[config.mk]
export PLATFORM = sky130hd
export DESIGN_NAME = scan_sequence_checker_core
export DESIGN_NICKNAME = d
export VERILOG_FILES = /design/src/sv/ssc_pkg.sv /design/src/sv/ssc_check.sv /design/src/sv/scan_sequence_checker_core.sv
export SDC_FILE = /design/constraint.sdc
export NUM_CORES = 1
export LEC_CHECK = 0
export ABC_AREA = 1
export BUFFER_PORTS_ARGS = -buffer_cell sky130_fd_sc_hd__buf_2
export CORE_AREA = 8 8 132 134
export CTS_CLUSTER_SIZE = 25
export DETAILED_ROUTE_END_ITERATION = 10
export DIE_AREA = 0 0 140 142
export PLACE_DENSITY = 0.52
export SYNTH_ARGS = -nofsm -noshare
export SYNTH_HDL_FRONTEND = slang
export SYNTH_SLANG_ARGS = --single-unit
[constraint.sdc]
create_clock -name clk -period 4.8 [get_ports clk]
set_clock_uncertainty 0.1 [all_clocks]
set_input_delay 0 -clock clk [delete_from_list [all_inputs] [get_ports clk]]
set_output_delay 0 -clock clk [all_outputs]
set_load 0.02 [all_outputs]
[src/sv/ssc_pkg.sv]
`default_nettype none

package ssc_pkg;

	// Data flag value that marks a header for examination.
	localparam logic [7:0] FLAG_DATA = 8'd1;

	// Radial status codes.
	localparam logic [7:0] STAT_ELEV_END   = 8'd0;
	localparam logic [7:0] STAT_MIDDLE     = 8'd1;
	localparam logic [7:0] STAT_ELEV_START = 8'd2;
	localparam logic [7:0] STAT_VOL_START  = 8'd3;
	localparam logic [7:0] STAT_VOL_END    = 8'd4;

	// One radial header as held in the input register.
	typedef struct packed {
		logic       last_header;
		logic [7:0] elevation_number;
		logic [7:0] azimuth_status;
		logic [7:0] data_flag;
	} hdr_t;

	// One volume result.
	typedef struct packed {
		logic       scan_valid;
		logic [7:0] elevation_count;
	} res_t;

endpackage : ssc_pkg

`default_nettype wire

[src/sv/ssc_check.sv]
`default_nettype none

module ssc_check (
	input  wire logic        clk,
	input  wire logic        arst_n,
	input  wire logic        en,
	input  wire ssc_pkg::hdr_t hdr,
	output ssc_pkg::res_t    res,
	output logic             res_valid
);
	import ssc_pkg::*;

	// Sequence state: the last examined header, its predecessor and the flags.
	logic [7:0] cur_stat_q, cur_elev_q, prev_stat_q, prev_elev_q;
	logic       cur_pres_q, prev_pres_q, shift_q, start_q, end_q, err_q;

	logic [7:0] cur_stat_n, cur_elev_n, prev_stat_n, prev_elev_n;
	logic       cur_pres_n, prev_pres_n, shift_n, start_n, end_n, err_n;
	logic       examined, valid;
	logic [8:0] prev_elev_inc;

	assign examined      = (hdr.data_flag == FLAG_DATA) && (hdr.azimuth_status != STAT_MIDDLE);
	assign prev_elev_inc = {1'b0, prev_elev_n} + 9'd1;

	// Update of the sequence state for one header, checks against the predecessor.
	always_comb begin
		cur_stat_n  = cur_stat_q;
		cur_elev_n  = cur_elev_q;
		cur_pres_n  = cur_pres_q;
		prev_stat_n = prev_stat_q;
		prev_elev_n = prev_elev_q;
		prev_pres_n = prev_pres_q;
		shift_n     = shift_q;
		start_n     = start_q;
		end_n       = end_q;
		err_n       = err_q;
		if (examined) begin
			if (shift_q) begin
				prev_stat_n = cur_stat_q;
				prev_elev_n = cur_elev_q;
				prev_pres_n = cur_pres_q;
			end
			shift_n    = 1'b1;
			cur_stat_n = hdr.azimuth_status;
			cur_elev_n = hdr.elevation_number;
			cur_pres_n = 1'b1;
			case (hdr.azimuth_status)
				STAT_ELEV_END: begin
					if (!prev_pres_n || prev_stat_n != STAT_ELEV_START ||
					    prev_elev_inc != {1'b0, hdr.elevation_number})
						err_n = 1'b1;
				end
				STAT_ELEV_START: begin
					if (!prev_pres_n || !(prev_stat_n inside {STAT_ELEV_END, STAT_VOL_START}) ||
					    prev_elev_n != hdr.elevation_number)
						err_n = 1'b1;
				end
				STAT_VOL_START: begin
					if (prev_pres_n)
						err_n = 1'b1;
					start_n = 1'b1;
				end
				STAT_VOL_END: begin
					if (!prev_pres_n || prev_stat_n != STAT_ELEV_END ||
					    prev_elev_n != hdr.elevation_number)
						err_n = 1'b1;
					end_n = 1'b1;
				end
				default: begin
					shift_n = 1'b0;
				end
			endcase
		end
	end

	// Volume result, formed on the final header.
	assign valid               = !err_n && start_n && end_n && (hdr.azimuth_status == STAT_VOL_END);
	assign res.scan_valid      = valid;
	assign res.elevation_count = valid ? cur_elev_n : 8'd0;
	assign res_valid           = en && hdr.last_header;

	// State registers; the final header returns everything to its reset value.
	always_ff @(posedge clk or negedge arst_n) begin
		if (!arst_n) begin
			cur_stat_q  <= 8'd0;
			cur_elev_q  <= 8'd0;
			cur_pres_q  <= 1'b0;
			prev_stat_q <= 8'd0;
			prev_elev_q <= 8'd0;
			prev_pres_q <= 1'b0;
			shift_q     <= 1'b1;
			start_q     <= 1'b0;
			end_q       <= 1'b0;
			err_q       <= 1'b0;
		end else if (en) begin
			if (hdr.last_header) begin
				cur_stat_q  <= 8'd0;
				cur_elev_q  <= 8'd0;
				cur_pres_q  <= 1'b0;
				prev_stat_q <= 8'd0;
				prev_elev_q <= 8'd0;
				prev_pres_q <= 1'b0;
				shift_q     <= 1'b1;
				start_q     <= 1'b0;
				end_q       <= 1'b0;
				err_q       <= 1'b0;
			end else begin
				cur_stat_q  <= cur_stat_n;
				cur_elev_q  <= cur_elev_n;
				cur_pres_q  <= cur_pres_n;
				prev_stat_q <= prev_stat_n;
				prev_elev_q <= prev_elev_n;
				prev_pres_q <= prev_pres_n;
				shift_q     <= shift_n;
				start_q     <= start_n;
				end_q       <= end_n;
				err_q       <= err_n;
			end
		end
	end

endmodule : ssc_check

`default_nettype wire

[src/sv/scan_sequence_checker_core.sv]
// Channel  Dir  tdata (low bit up)                                  tuser       tlast
// s_       in   data_flag[7:0] azimuth_status[15:8] elev[23:16]       -           last_header
// m_       out  elevation_count[7:0]                                scan_valid  -
//
// One header is accepted per cycle unless the input register stalls; a result leaves through the output register.
// Every examined header is checked combinationally between the input register and the state.
// Reset is asynchronous and active low; it clears the sequence state and both valid flags.
// The input register stalls only while a result waits in the output register untaken.
`default_nettype none

module scan_sequence_checker_core (
	input  wire logic        clk,
	input  wire logic        arst_n,
	input  wire logic        s_tvalid,
	output logic             s_tready,
	input  wire logic [23:0] s_tdata,  // data_flag, azimuth_status, elevation_number
	input  wire logic        s_tlast,  // last_header
	output logic             m_tvalid,
	input  wire logic        m_tready,
	output logic [7:0]       m_tdata,  // elevation_count
	output logic             m_tuser   // scan_valid
);
	import ssc_pkg::*;

	hdr_t hdr_s1;
	logic vld_s1;
	logic adv;
	res_t res, res_q;
	logic res_valid;
	logic out_vld_q;

	// The input register moves on unless a held result blocks the output register.
	assign adv      = vld_s1 && !(out_vld_q && !m_tready);
	assign s_tready = !vld_s1 || adv;

	// Input register.
	always_ff @(posedge clk or negedge arst_n) begin
		if (!arst_n) begin
			vld_s1 <= 1'b0;
		end else if (s_tready) begin
			vld_s1 <= s_tvalid;
		end
	end

	always_ff @(posedge clk) begin
		if (s_tready && s_tvalid) begin
			hdr_s1.data_flag        <= s_tdata[7:0];
			hdr_s1.azimuth_status   <= s_tdata[15:8];
			hdr_s1.elevation_number <= s_tdata[23:16];
			hdr_s1.last_header      <= s_tlast;
		end
	end

	// Sequence checker.
	ssc_check u_check (
		.clk      (clk),
		.arst_n   (arst_n),
		.en       (adv),
		.hdr      (hdr_s1),
		.res      (res),
		.res_valid(res_valid)
	);

	// Output register.
	always_ff @(posedge clk or negedge arst_n) begin
		if (!arst_n) begin
			out_vld_q <= 1'b0;
		end else if (res_valid) begin
			out_vld_q <= 1'b1;
		end else if (m_tready) begin
			out_vld_q <= 1'b0;
		end
	end

	always_ff @(posedge clk) begin
		if (res_valid) begin
			res_q <= res;
		end
	end

	assign m_tvalid = out_vld_q;
	assign m_tdata  = res_q.elevation_count;
	assign m_tuser  = res_q.scan_valid;

`ifndef SYNTHESIS
	a_ready_when_empty: assert property (@(posedge clk) disable iff (!arst_n)
		!vld_s1 |-> s_tready)
		else $error("input register empty but not ready");
	a_result_follows: assert property (@(posedge clk) disable iff (!arst_n)
		(adv && hdr_s1.last_header) |=> m_tvalid)
		else $error("final header gave no result");
	a_no_adv_when_blocked: assert property (@(posedge clk) disable iff (!arst_n)
		(out_vld_q && !m_tready) |-> !adv)
		else $error("header processed while result blocked");
	a_invalid_zero: assert property (@(posedge clk) disable iff (!arst_n)
		(m_tvalid && !m_tuser) |-> (m_tdata == 8'd0))
		else $error("invalid result carries an elevation");
`endif

endmodule : scan_sequence_checker_core

`default_nettype wire
; After elaboration in Yosys (flattened, before gate mapping)
; Cells that the tools add are included.
[op_classes]
n_addsub = 1
mul = 0
div = 0
magnitude_cmp = 0
n_eq_ne = 9
shifts = 0
mux = 36
n_bitwise = 0
reduce_logical = 29
[op_table]
columns = cell, n
row1 = $mux W8, 12
row2 = $eq A8 B2 Y1 const B, 3
row3 = $mux W1, 23
row4 = $logic_not A8 Y1, 2
row5 = $add A8 B1 Y9 const B, 1
row6 = $ne A9 B8 Y1, 1
row7 = $eq A8 B1 Y1 const B, 1
row8 = $eq A8 B3 Y1 const B, 1
row9 = $logic_and A1 B1 Y1, 8
row10 = $ne A8 B1 Y1 const B, 1
row11 = $ne A8 B2 Y1 const B, 1
row12 = $ne A8 B8 Y1, 1
row13 = $reduce_bool A8 Y1, 1
row14 = $logic_or A1 B1 Y1, 7
row15 = $logic_not A1 Y1, 6
row16 = $reduce_bool A2 Y1, 3
row17 = $pmux W1 S4, 1
row18 = $reduce_or A4 Y1, 1
row19 = $reduce_and A2 Y1, 1
[word_totals]
reg_bits = 74
latchBits = 0
ram_bits = 0
romBits = 0
in_bits = 29
out_inout_bits = 11
word_cells = 93
n_memories = 0

; Depth between registers and ports, before layout
; Gate-level depths: netlist of run 1.
[depth]
word_depth = 15
depth_mapped = 23
ltp_nobuf = 22

; Cells and area by module
; A second synthesis of run 1 with hierarchy kept.
[hier_totals]
hier_cells = 422
area_unflattened_um2 = 3766.1
[by_module_without_submodules]
columns = mod, instances, cells_each, area_per_inst_um2, seq_area_each_um2
row1 = ssc_check, 1, 378, 2650.0, 952.2
row2 = scan_sequence_checker_core, 1, 44, 1116.1, 1071.0

; Worst setup path after synthesis of run 1
; OpenSTA, ideal clock, no wires.
[synth_timing]
kind = register -> register
start = register u_check.shift_q
end = register res_q, in the netlist m_tdata[0], data pin
setup_time_ps = 139
arrival_ps = 2422
t_required_ps = 4561
setup_slack_ps = 2139
path_stages_with_launch = 21
n_path_buf = 2
synth_period_minus_slack_ps = 2661
path_cell_list = dfstp_2 -> buf_4 -> buf_6 -> nand2_1 -> o21ai_1 -> nand3_1 -> nand2_2 -> ha_1 -> xnor2_1 -> nand2_1 -> nor2_1 -> nand3_1 -> nor2_1 -> nand2_1 -> nor2_1 -> nand2_1 -> o21bai_2 -> nand2_1 -> nand2_2 -> nand3_4 -> nor2_2
[synth_via]
elab_chain_cells = 14
elab_cells_between_ends = 33
cone_classes = add/sub (1) / eq/ne (4) / mux (13) / reduce/logical (15)
[synth_lines]
columns = item, line
row1 = start: declaration, ssc_check.sv:15  ; logic cur_pres_q, prev_pres_q, shift_q, start_q, end_q, err_q;
row2 = start signal: assignment, ssc_check.sv:114  ; shift_q <= shift_n;
row3 = branches (longest 8 deep; another with $add A8 B1 Y9), -
row4 = $pmux W1 S4 (*), ssc_check.sv:47  ; case (hdr.azimuth_status)
row5 = $mux W1 (*), ssc_check.sv:37  ; if (examined) begin
row6 = $logic_not A1 Y1 (*), ssc_check.sv:77  ; assign valid = !err_n && start_n && end_n && (hdr.azimuth_status == STAT_VOL_END);
row7 = $logic_and A1 B1 Y1 (*) (3 in a row), ssc_check.sv:77
row8 = end signal: assignment, scan_sequence_checker_core.sv:77  ; res_q <= res;
row9 = end: declaration, scan_sequence_checker_core.sv:28  ; res_t res, res_q;
; Mark *: on every way between the ends. The select of a mux whose other input is x is not followed.
; A chain may end at the register's enable or synchronous reset.

; Worst setup path after layout of run 1
[layout_timing]
start = register u_check.shift_q
end = register res_q, in the netlist m_tdata[4], data pin
; The elaborated chain is that of the path after synthesis.

==> results of run 1 <==
## worst min path at each step
stage	from	end
2_1_floorplan	arst_n	m_tvalid$_DFFE_PN0P_
3_3_place_gp	s_tdata[7]	hdr_s1[7]$_DFFE_PP_
3_5_place_dp	s_tdata[3]	hdr_s1[3]$_DFFE_PP_
4_1_cts	s_tdata[7]	hdr_s1[7]$_DFFE_PP_
5_1_grt	s_tdata[21]	hdr_s1[21]$_DFFE_PP_
6_report	arst_n	u_check.cur_stat_q[2]$_DFFE_PN0P_
## cells by family after synthesis
group / synth area share [%]
compound gates: 12.0
xor+xnor: 0.941
fa+ha+maj: 0.336
buf+inv: 8.40
flops: 54.3
simple gates: 24.0
## per-stage QoR
step / util, % / instances / total power (W) / instance area, µm² / worst slack [ns]
floorplan: - / 415 / 0.000770 / 3720 / 2.14
global placement: 26.5 / 636 / 0.000815 / 4090 / 1.69
detailed placement: 26.5 / 636 / 0.000816 / 4090 / 1.60
CTS: 30.3 / 682 / 0.00150 / 4680 / 1.59
global route: 30.3 / 682 / 0.00154 / 4680 / 1.22
finish: 30.3 / 682 / 0.00148 / 4680 / 1.64
## routing by layer
layer	routed length [µm]	vias to the layer above	track usage, %
li1	-	1503	-
met5	0	-	0
met2	4080	59	14.5
met1	4370	1350	12.9
met4	136	0	5.14
met3	395	10	1.78
## repair_timing
action / CTS / global route
endpoints found under the setup margin: 0 / 0
hold buffers: 30 / 0
hold endpoints to repair: 66 / 0
buffers inserted: 0 / 0
## power groups by stage
stage | clock network, W | logic [W] | registers, W
3_5_place_dp | 0 | 0.0000983 | 0.000717
6_report | 0.000657 | 0.000116 | 0.000705
2_1_floorplan | 0 | 0.0000518 | 0.000718
4_1_cts | 0.000676 | 0.000118 | 0.000705
5_1_grt | 0.000706 | 0.000129 | 0.000708
3_3_place_gp | 0 | 0.0000970 | 0.000718
## state kept, by name, summed over array words and instances, names as in the netlist, 8 cells and up
signal	cells
hdr_s1	25
u_check.prev_stat_q	8
u_check.cur_elev_q	8
m_tdata	8
u_check.prev_elev_q	8
u_check.cur_stat_q	8
## placed cells by master, fill, tap and decap left out, types with 18 or more instances in the layout
cell           synthesis  layout
o22ai_1               18      18
nor2_1                23      23
edfxtp_1              34      34
buf_2                  1      39
o21ai_0               35      35
nand3_1               20      20
inv_1                 58      58
nand2_1               96      96
dlygate4sd3_1          0      30
dfrtp_1               39      39
## layout make-up
class | count | area, µm²
Fill cell | 1606 | 10700
Sequential cell | 74 | 2020
Multi-Input combinational cell | 266 | 1390
Timing Repair Buffer | 69 | 495
Clock buffer | 12 | 246
Inverter | 65 | 244
Tap cell | 192 | 240
Clock inverter | 4 | 42.5
==> flow_metrics.py, run 1 <==
metrics = {
    "clock_tree": {
        "cts_made_buffers": 9,
        "cts.repair.resized": 0,
        "htree_levels": 3,
        "insertion_delay_ns": 0.33,
        "cts.sinks": 74,
        "clk_pin_slew_ns": 0.06,
        "clock-root-buffer": "clkbuf_16",
        "tritoncts": "yes",
        "clk_path_buf_depth": 2,
    },
    "floorplan": {
        "die_area_um2": 19900,
        "io_pins": 40,
        "initial_utilization_pct": 24.1,
        "die_y_um": 142,
        "rows": 46,
        "core_area_um2": 15400,
        "die_x_um": 140,
    },
    "place": {
        "gp_congestion": 0.911,
        "hpwl_mm": 6.61,
        "port_buffers": 39,
    },
    "worst_setup_path": {
        "crit_path_end_kind": "flop",
        "crit_path_start": "u_check.shift_q$_DFFE_PN1P_",
        "critPathSlowestCell": "dfstp_2",
        "reg2reg_to": "m_tdata[4]$_SDFFCE_PN0P_",
        "rr_startpoint": "u_check.shift_q$_DFFE_PN1P_",
        "arrival_ns": 3.25,
        "path_max_fanout": 35,
        "crit_path_cell_trace": "nand2_1 > o21ai_1 > nand3_1 > nand2_2 > ha_1 > xnor2_1 > nand2_1 > nor2_1 > nand3_1 > nor2_1 > nand2_1 > nor2_1 > nand2_1 > o21bai_2 > nand2_1 > nand2_2 > nand3_4 > nor2_2",
        "slowest_delay_ns": 0.88,
        "path_buf_inv": 0,
        "cp.required_ns": 4.89,
        "startpoint_type": "flop",
        "reg2reg_depth": 18,
        "r2r_slack_ns": 1.64,
        "crit_top_cell": "nand2_1",
        "setup.worst_path.class": "flop to flop",
        "endpoint": "m_tdata[4]$_SDFFCE_PN0P_",
        "cp.depth": 18,
        "cp_top_family": "simple AND/OR/NAND/NOR gates",
    },
    "yosys": {
        "yosys-top-cells-count": "nand2_1, inv_1, dfrtp_1, o21ai_0, edfxtp_1",
        "yosysWarnings": 0,
        "synth_edf_count": 34,
        "synth_ff_type": "dfrtp_1",
        "synth_seq_area_share_pct": 54.3,
        "synthesis.area_um2": 3720,
        "synth_area_leaders": "edfxtp_1, dfrtp_1, nand2_1",
        "async_flop_share_pct": 54.1,
        "syn-num-nets": 445,
        "ys_ff_latch": 74,
        "syn_area_per_cell_um2": 8.97,
        "yosysTopAreaCellShare_pct": 27.4,
        "synth_top_area_cell": "edfxtp_1",
        "syn_inst": 415,
        "yosys.cell_types.count": 41,
        "yosysMostFrequentCell": "nand2_1",
    },
    "timing": {
        "rsz0062_at_grt": "false",
        "setup_viol": 0,
        "slew_headroom_pct": 34.5,
        "worst_pin_slew_ns": 0.979,
        "slew_viol_final": 0,
        "fin_crit_ns": 3.16,
        "fmax_mhz": 316,
        "finalSetupTns_ns": 0,
        "finalHoldViolCount": 0,
        "whs_ns": 0.267,
        "finalCritPeriodShare_pct": 65.9,
    },
    "drt": {
        "drc": 0,
        "ant_nets": 0,
        "first_pass_iters": 4,
        "viasPerCell": 4.28,
        "drt_iter0_drc": 145,
        "wl_per_cell_um": 13.2,
        "vias": 2922,
        "wl_mm": 8.99,
    },
    "power": {
        "pwr-share-comb_pct": 7.8,
        "clock_power_share_pct": 44.5,
        "peakVddDrop_mv": 0.164,
        "seqPwrFrac_pct": 47.7,
        "power.switching_w": 0.000332,
        "p_per_area_nw_per_um2": 316,
        "intPower_w": 0.00115,
        "p_sw_share_pct": 22.5,
        "p_leak_nw": 2.04,
    },
    "global_routing": {
        "antenna_found_initial": 0,
        "grt_pass1_wl_mm": 15.1,
        "grt_max_degree": 41,
        "grt_pass1_vias": 2901,
        "overflow": 0,
        "grt_usage_pct": 9.63,
    },
    "final_layout": {
        "diodes": 0,
        "layout.nets": 515,
        "drive_gt1_share_pct": 19.2,
        "area_growth_pct": 25.7,
    },
    "worst_hold_path": {
        "min_path_type": "input pin to asynchronous set/reset pin",
    },
    "run": {
        "cap_violations": 0,
    },
    "outcome": {
        "status": "finished, final reports clean",
    },
}
Power figures use the tool's default switching activity.
==> inputs of run 2 (changes only) <==
--- a/config.mk
+++ b/config.mk
@@ -5,13 +5,13 @@
 export SDC_FILE = /design/constraint.sdc
 export NUM_CORES = 1
 export LEC_CHECK = 0
-export ABC_AREA = 1
+export ABC_AREA = 0
 export BUFFER_PORTS_ARGS = -buffer_cell sky130_fd_sc_hd__buf_2
-export CORE_AREA = 8 8 132 134
+export CORE_AREA = 8 8 136 138
 export CTS_CLUSTER_SIZE = 25
 export DETAILED_ROUTE_END_ITERATION = 10
-export DIE_AREA = 0 0 140 142
-export PLACE_DENSITY = 0.52
+export DIE_AREA = 0 0 144 146
+export PLACE_DENSITY = 0.53
 export SYNTH_ARGS = -nofsm -noshare
 export SYNTH_HDL_FRONTEND = slang
 export SYNTH_SLANG_ARGS = --single-unit
==> constraint.sdc (replaced) <==
create_clock -name clk -period 2.7 [get_ports clk]
set_clock_uncertainty 0.1 [all_clocks]
set_input_delay 0 -clock clk [delete_from_list [all_inputs] [get_ports clk]]
set_output_delay 0 -clock clk [all_outputs]
set_load 0.02 [all_outputs]
==> flow_metrics.py, run 2 <==
metrics = {
    "floorplan": {
        "initial_utilization_pct": 24.5,
        "die_area_um2": 21000,
        "rows": 47,
        "io_pins": 40,
        "core_area_um2": 16300,
        "die_x_um": 144,
        "die_y_um": 146,
    },
    "final_layout": {
        "final_core_util_pct": 34.2,
        "final_cells": 721,
        "regMostFlops": "hdr_s1",
        "drive_gt1_share_pct": 32.7,
        "final_cell_mix": "nand2_1, buf_4, buf_2, dfrtp_1, edfxtp_1",
        "area_growth_pct": 39.7,
        "layout.nets": 526,
        "diodes": 0,
        "largest_reg_flops": 25,
        "final_common_cell": "nand2_1",
    },
    "place": {
        "port_buffers": 39,
        "dp_cells": 665,
        "hpwl_mm": 7.95,
        "gp_congestion": 0.888,
    },
    "timing": {
        "slew_headroom_pct": 34.9,
        "fin_crit_ns": 2.80,
        "slew_viol_final": 0,
        "worst_pin_slew_ns": 0.977,
        "finalHoldViolCount": 0,
        "fmax_mhz": 357,
        "final.setup.worst_slack_ns": -0.0988,
        "finalSetupTns_ns": -0.411,
        "rsz0062_at_grt": "true",
        "finalCritPeriodShare_pct": 104,
        "setup_viol": 5,
        "whs_ns": 0.266,
    },
    "yosys": {
        "syn-num-nets": 408,
        "yosysWarnings": 0,
        "syn_area_per_cell_um2": 10.6,
        "syn_inst": 378,
        "synth_edf_count": 34,
        "ys_ff_latch": 74,
        "synth_area_leaders": "edfxtp_1, dfrtp_1, nand2_1",
        "yosys.cell_types.count": 65,
        "yosys-top-cells-count": "nand2_1, dfrtp_1, edfxtp_1, o21ai_0, nor2_1",
        "async_flop_share_pct": 54.1,
        "synthesis.area_um2": 3990,
        "yosysMostFrequentCell": "nand2_1",
        "yosysTopAreaCellShare_pct": 25.6,
        "synth_ff_type": "dfrtp_1",
        "synth_seq_area_share_pct": 50.7,
        "synth_top_area_cell": "edfxtp_1",
    },
    "worst_hold_path": {
        "min_path_type": "input pin to asynchronous set/reset pin",
    },
    "clock_tree": {
        "htree_levels": 3,
        "cts.sinks": 74,
        "tritoncts": "yes",
        "clock-root-buffer": "clkbuf_16",
        "cts_made_buffers": 9,
        "clk_path_buf_depth": 2,
        "clk_pin_slew_ns": 0.06,
        "insertion_delay_ns": 0.34,
    },
    "outcome": {
        "violations": "negative setup slack",
        "status": "finished with violations",
    },
    "drt": {
        "wl_mm": 11.3,
        "wl_per_cell_um": 15.7,
        "first_pass_iters": 5,
        "viasPerCell": 4.67,
        "drc": 0,
        "ant_nets": 0,
        "drt_iter0_drc": 258,
        "vias": 3364,
    },
    "power": {
        "p_per_area_nw_per_um2": 616,
        "p_leak_nw": 2.16,
        "peakVddDrop_mv": 0.233,
    },
    "worst_setup_path": {
        "path_buf_inv": 2,
        "crit_path_cell_trace": "nor4_4 > nand2_2 > nand3_4 > mux2i_4 > inv_2 > ha_4 > buf_6 > xor2_1 > o21ai_1 > mux2i_1 > nor4_1 > a31oi_1 > o21ai_1 > a31oi_1",
        "crit_path_end_kind": "flop",
        "setup.worst_path.class": "flop to flop",
        "critPathSlowestCell": "edfxtp_1",
        "cp_top_family": "simple AND/OR/NAND/NOR gates",
        "path_max_fanout": 7,
        "cp.required_ns": 2.82,
        "startpoint_type": "flop",
        "slowest_delay_ns": 0.43,
        "arrival_ns": 2.92,
    },
    "global_routing": {
        "grt_pass1_vias": 3411,
        "grt_max_degree": 41,
        "antenna_found_initial": 0,
        "overflow": 0,
        "grt_usage_pct": 11.1,
        "grt_pass1_wl_mm": 18.1,
    },
    "run": {
        "cap_violations": 0,
    },
}
-- run 2: changes by cell type in the layout (fill, tap and decap cells not counted), moves of 6 or more --
cell,change
buf_4,+55
inv_1,-54
nand2_1,-34
a22oi_1,+19
nand3_1,-15
o22ai_1,-15
xnor2_1,+14
nand2_2,-10
nor2_2,-10
a21oi_2,+9
mux2i_1,+9
a31oi_1,+6
o21ai_0,-6
-- run 2: layout make-up --
type	count	area, µm²
Sequential cell	74	2020
Tap cell	220	275
Clock inverter	2	10.0
Timing Repair Buffer	129	983
Inverter	7	26.3
Clock buffer	14	275
Fill cell	1651	10700
Multi-Input combinational cell	275	1990
-- run 2: layer usage --
metal	part of all wire (%)	global-route usage [%]	routed length, µm	up-vias
li1	-	-	-	1625
met1	46	13.6	5190	1645
met2	48	18.1	5430	71
met3	3.3	2.43	376	23
met4	2.6	4.73	297	0
met5	0	0	0	-
-- run 2: final timing paths --
| kind | startpoint | end | slack, ns | depth (start not counted) |
|---|---|---|---|---|
| setup / recovery | hdr_s1[10]$_DFFE_PP_ | u_check.err_q$_DFFE_PN0P_ | -0.1 | 14 |
| hold / removal | arst_n | u_check.cur_stat_q[4]$_DFFE_PN0P_ | 0.27 | 2 |
| setup reg to reg | hdr_s1[10]$_DFFE_PP_ | u_check.err_q$_DFFE_PN0P_ | -0.1 | 14 |
| hold reg to reg | u_check.start_q$_DFFE_PN0P_ | u_check.start_q$_DFFE_PN0P_ | 0.39 | 2 |
| max in group asynchronous | arst_n | u_check.cur_elev_q[5]$_DFFE_PN0P_ | 1.62 | 2 |
| min in group clk | s_tdata[3] | hdr_s1[3]$_DFFE_PP_ | 0.27 | 2 |
-- run 2: per-stage QoR --
step	power, W	worst slack (ns)	instance area (µm²)
6_report	0.00343	-0.0988	5580
3_5_place_dp	0.00217	-0.279	4770
3_3_place_gp	0.00217	-0.327	4770
2_1_floorplan	0.00187	-0.117	4030
5_1_grt	0.00361	-0.279	5580
4_1_cts	0.00347	-0.103	5550
-- run 2: timing repair --
item | CTS | global route
resized for setup | 22 | 6
hold endpoints to repair | 66 | 0
pin swaps | 13 | 13
hold buffers | 29 | 0
gates cloned | 1 | 0
setup buffers | 8 | 3
setup endpoints to repair | 10 | 10
-- run 2: where the power goes --
| group | internal, W | leakage, nW | switching (W) |
|---|---|---|---|
| sequential | 0.00131 | 0.875 | 0.000138 |
| clock | 0.000701 | 0.142 | 0.000451 |
| combinational | 0.000429 | 1.14 | 0.000408 |
-- run 2: cells by family (layout without fill, tap and decap cells) --
family | count (synthesis) | after routing | synth area share [%]
and+or+nand+nor | 132 | 132 | 17.5
AOI/OAI and AO/OA | 102 | 103 | 18.3
DFF | 74 | 74 | 50.7
buffers and inverters | 30 | 152 | 3.67
xor gates and xnor gates | 23 | 23 | 5.39
muxes | 16 | 16 | 4.17
adders and majority gates | 1 | 1 | 0.313
